$ cat config.mk
export PLATFORM = sky130hd
export DESIGN_NAME = ogii_ram
export DESIGN_NICKNAME = d
export VERILOG_FILES = /design/src/ogii_ram.sv
export SDC_FILE = /design/constraint.sdc
export NUM_CORES = 2
export LEC_CHECK = 0
export BUFFER_PORTS_ARGS = -buffer_cell sky130_fd_sc_hd__buf_2
export CAP_MARGIN = 20
export CORE_ASPECT_RATIO = 1.2
export CORE_UTILIZATION = 65
export CTS_CLUSTER_DIAMETER = 150
export DETAILED_ROUTE_END_ITERATION = 10
export GPL_TIMING_DRIVEN = 0
export HOLD_SLACK_MARGIN = 0.1
export PLACE_DENSITY = 0.81
export SLEW_MARGIN = 30
export SYNTH_ARGS = -nofsm -noshare
export SYNTH_HDL_FRONTEND = slang
export SYNTH_SLANG_ARGS = --single-unit
export TNS_END_PERCENT = 50
$ cat constraint.sdc
create_clock -name clk -period 7.4 [get_ports clk]
set_clock_uncertainty 0.2 [all_clocks]
set_input_delay 0.37 -clock clk [delete_from_list [all_inputs] [get_ports clk]]
set_output_delay 0.37 -clock clk [all_outputs]
set_load 0.01 [all_outputs]
$ cat src/ogii_ram.sv
`default_nettype none
module ogii_ram #(
	parameter int WIDTH = 8,
	parameter int DEPTH = 256
) (
	input  wire logic                     clk,
	input  wire logic                     wr_en,
	input  wire logic [$clog2(DEPTH)-1:0] wr_addr,
	input  wire logic [WIDTH-1:0]         wr_data,
	input  wire logic                     rd_en,
	input  wire logic [$clog2(DEPTH)-1:0] rd_addr,
	output logic      [WIDTH-1:0]         rd_data
);
	logic [WIDTH-1:0] mem_q [DEPTH];

	always_ff @(posedge clk) begin
		if (wr_en) begin
			mem_q[wr_addr] <= wr_data;
		end
		if (rd_en) begin
			rd_data <= mem_q[rd_addr];
		end
	end
endmodule
`default_nettype wire

# After elaboration in Yosys (flattened, before gate mapping)
# Memory sizes are Yosys's and may differ from the RTL's. A register that Yosys moved wholly into a read port is not among the register bits.
# Index checks and enable logic that the tools add are counted.
[totals]
regBits = 0
ram_bits = 2048
inputBits = 27
output_inout_bits = 8
n_memories = 1
[op_classes]
mux = 2
[mem_list]
columns = ["name", "depth", "word_bits", "read_ports", "rd_clocked_by_memory_dff", "wr", "line_no", "rtl"]
rows = [
  ["mem_q", 256, 8, 1, 1, 1, "14", "logic [WIDTH-1:0] mem_q [DEPTH];"],
]
[ops]
columns = ["operator", "n"]
rows = [
  ["$mux W1", 2],
]

# Depth between registers and ports, before layout
[depth]
depth_word = 2
mapped_depth = 11
ltp_nobuf = 6

# Worst setup path before layout
# Ideal clock, no wire load.
[synth_path]
kind = "input port to flip-flop"
from = "in rd_addr[0]"
to = "reg rd_data[2] (read register of mem_q), data pin"
setup_ns = 0.269
arrival_time_ns = 2.177
t_required_ns = 6.931
setup_slack_ns = 4.754
path_stages = 9
cell_sequence = "buf_6 -> buf_12 -> buf_8 -> buf_2 -> mux4_2 -> a22oi_1 -> a21oi_1 -> nor4_1 -> nor4_2"
[synth_lines]
columns = ["element", "line_no", "rtl"]
rows = [
  ["start, declared", "11", "input wire logic [$clog2(DEPTH)-1:0] rd_addr,"],
  ["end, declared", "12", "output logic [WIDTH-1:0] rd_data"],
]

==> flow_metrics.tcl <==
set metrics [dict create \
    htree_levels 4 \
    overflow 0 \
    ys_seq_area_frac 0.775 \
    layout-drive-gt1-share 0.232 \
    period_share 0.572 \
    design_area_sq_um 88800 \
    critPathSlowestCell "buf_1" \
    ys_warn_count 0 \
    ioPinCount 35 \
    grt_first_pass_wirelength_mm 329 \
    whs_ns 0.212 \
    drc 0 \
    place_congestion 1.02 \
    dp_cells 5416 \
    status "finished, final reports clean" \
    worst_ir_drop_vdd_mv 0.239 \
    fill_cells 6434 \
    reg2reg_to "rd_data[5]$_DFFE_PP_" \
    clock_latency_ns 0.84 \
    maxCapViolations 0 \
    setup_viol 0 \
    rrSetupSlack_ns 3.59 \
    path_cells "buf_2 -> buf_2 -> and2_1 -> buf_1 -> clkbuf_2 -> a22oi_1 -> a21oi_1 -> nor3_1 -> nor4_2" \
    hold_class "input pin to register" \
    root_buffer "clkbuf_16" \
    path_clk_slew_ns 0.07 \
    grt_pass1_vias 42900 \
    yosysTopAreaCell "edfxtp_1" \
    slew_headroom 0.233 \
    hold_path_startpoint "wr_addr[6]" \
    p_leak_nw 27.5 \
    crit_path_end_kind "register" \
    final_max_slew_viol_count 0 \
    rr_worst_depth 6 \
    synth_nets 3760 \
    setup_tns_ns 0 \
    post-synth-top-count-cell "edfxtp_1" \
    yosys-top-cells-count "2056 x edfxtp_1, 454 x mux4_2, 282 x nor2_1" \
    fmax_ghz 0.236 \
    whs_path_depth 3 \
    multi_input_area_sq_um 16600 \
    crit_arrival_ns 4.54 \
    fin_util 0.731 \
    floorplan.initialDensity 0.656 \
    final_cells 5789 \
    antenna_found_initial 22 \
    r2r-start "mem_q[83][5]$_DFFE_PP_" \
    wl_per_cell_microns 42.0 \
    num_rows 140 \
    synthesis.area_sq_um 79600 \
    crit_type "input pin to register" \
    ys_types 54 \
    dr.first_iter.drc_count 8593 \
    max_stage_delay_ns 0.84 \
    crit_family "buffers and inverters" \
    synthCells 3733 \
    cellPowerDensity_nw_per_um2 268 \
    avgViaCountPerCell 7.56 \
    netlist_top_cells_area "edfxtp_1 78%, mux4_2 13%, mux2i_1 1.7%, nor2_1 1.3%, a22oi_1 1.3%" \
    firstDrtPassIters 7 \
    cp-start-kind "input pin" \
    crit_buf_inv 4 \
    grt.total_usage 0.398 \
    synth.ff_latch_count 2056 \
    rsz0062_at_grt "false" \
    place_hpwl_mm 154 \
    regArea_sq_um 61700 \
    synth_edf_count 2056 \
    dieArea_sq_um 124000 \
    post-place-ws_ns 2.42 \
    numCtsBuffers 186 \
    async_flop_share 0 \
    die_x_microns 322 \
    cts_tree "yes" \
    p_total_mw 23.8 \
    fin_crit_ns 4.23 \
    port_buffers 27 \
    final_hold_viol_count 0 \
    synthToLayoutAreaGrowth_pct 11.4 \
    core_sq_um 121000 \
    required_ns 7.71 \
    syn_avg_cell_area_sq_um 21.3 \
    clockBufferDepth 3 \
    grt_max_degree 117 \
    worstPathMaxFanout 10 \
    worst_path_most_repeated_cell "buf_2" \
    place_area_sq_um 82600 \
    yosysTopAreaCellShare 0.775 \
    antenna_left 0 \
    worst_pin_slew_ns 1.15 \
    die_y_microns 385 \
    cts.sinks 2056 \
    worst_slack_ns 3.17 \
    whs_endpoint "mem_q[214][1]$_DFFE_PP_" \
    num_vias 43800 \
    finalWirelength_mm 243 \
    crit_path_start "rd_addr[2]" \
    nNetsFinal 4009 \
    synthFlopType "edfxtp_1" \
]
[logic make-up (layout without fill, tap and decap cells)]
kind of cell,count (synthesis),count (layout),synth area share
other,0,18,0
DFF,2056,2056,0.775
buffers and inverters,235,640,0.0183
muxes,591,591,0.146
and+or+nand+nor,466,466,0.0263
AOI/OAI and AO/OA,385,385,0.0342
[cells in the final DEF, fill, tap and decap left out, types with 8 or more instances in the layout]
cell,synthesis,layout
nor2_2,0,21
nand3_1,34,34
bufinv_16,0,16
dlygate4sd3_1,0,9
clkinv_1,1,47
nor2_1,282,261
mux2i_1,134,134
clkbuf_1,111,119
nor3_1,22,21
nand4_1,10,10
a21oi_1,96,96
a22oi_1,133,133
buf_1,22,12
nor4_1,24,11
buf_12,8,8
buf_16,0,23
buf_6,21,21
diode_2,0,18
a211oi_1,16,16
buf_2,31,60
clkbuf_16,0,189
nand2_1,33,33
o221ai_1,46,46
buf_4,27,27
nor2b_1,31,31
a22o_1,8,8
buf_8,13,21
a221oi_1,13,13
inv_6,0,8
edfxtp_1,2056,2056
mux4_2,454,454
nand2b_1,8,8
o21ai_0,10,10
o22ai_1,28,28
clkbuf_2,0,41
clkinv_2,0,32
o211ai_1,10,10
nor4_2,3,16
[metal layers]
| layer | wire [microns] | up-vias | global-route usage |
|---|---|---|---|
| met5 | 155 | - | 0.00273 |
| met4 | 21500 | 14 | 0.294 |
| met3 | 36900 | 1017 | 0.152 |
| met2 | 111000 | 4584 | 0.598 |
| met1 | 73500 | 22000 | 0.473 |
| li1 | - | 16200 | - |
[worst max path at each step]
stage                           end  slack, ns  cells after the start
4_1_cts        rd_data[7]$_DFFE_PP_       3.16                      9
3_3_place_gp   rd_data[4]$_DFFE_PP_       1.89                     10
6_report       rd_data[7]$_DFFE_PP_       3.17                      9
2_1_floorplan  rd_data[2]$_DFFE_PP_       4.75                      9
3_5_place_dp   rd_data[7]$_DFFE_PP_       2.42                      9
5_1_grt        rd_data[0]$_DFFE_PP_       3.41                      9
[power by group]
group,switching (mW),leakage (nW),internal [mW]
Combinational,0.988,6.12,0.431
Clock,4.25,2.86,5.25
Sequential,0.00854,18.5,12.8
[worst reg2reg max path, stage by stage (launching register included)]
cell	delay, ns
edfxtp_1	0.37
mux4_2	0.49
a22o_1	0.27
a221oi_1	0.84
o32ai_1	0.29
nor3_1	0.79
nor4_2	0.25
[final cells by class]
type | count | share of cell area
antenna | 18 | 0.000508
buffer | 233 | 0.0170
clock buffer | 236 | 0.0553
clock inverter | 108 | 0.0107
inverter | 2 | 0.0000846
multi-input combinational | 1442 | 0.187
sequential | 2056 | 0.696
tap | 1633 | 0.0230
timing repair buffer | 61 | 0.0107
[registers in the layout, indices dropped and copies added, names as in the netlist]
name / flops
mem_q: 2048
rd_data: 8
[repair_timing]
| item | in CTS | in global routing |
|---|---|---|
| resized for setup | 0 | 0 |
| setup buffers | 0 | 0 |
| hold buffers | 9 | 0 |
| endpoints found under the hold margin | 898 | 0 |
Power figures use the tool's default switching activity.
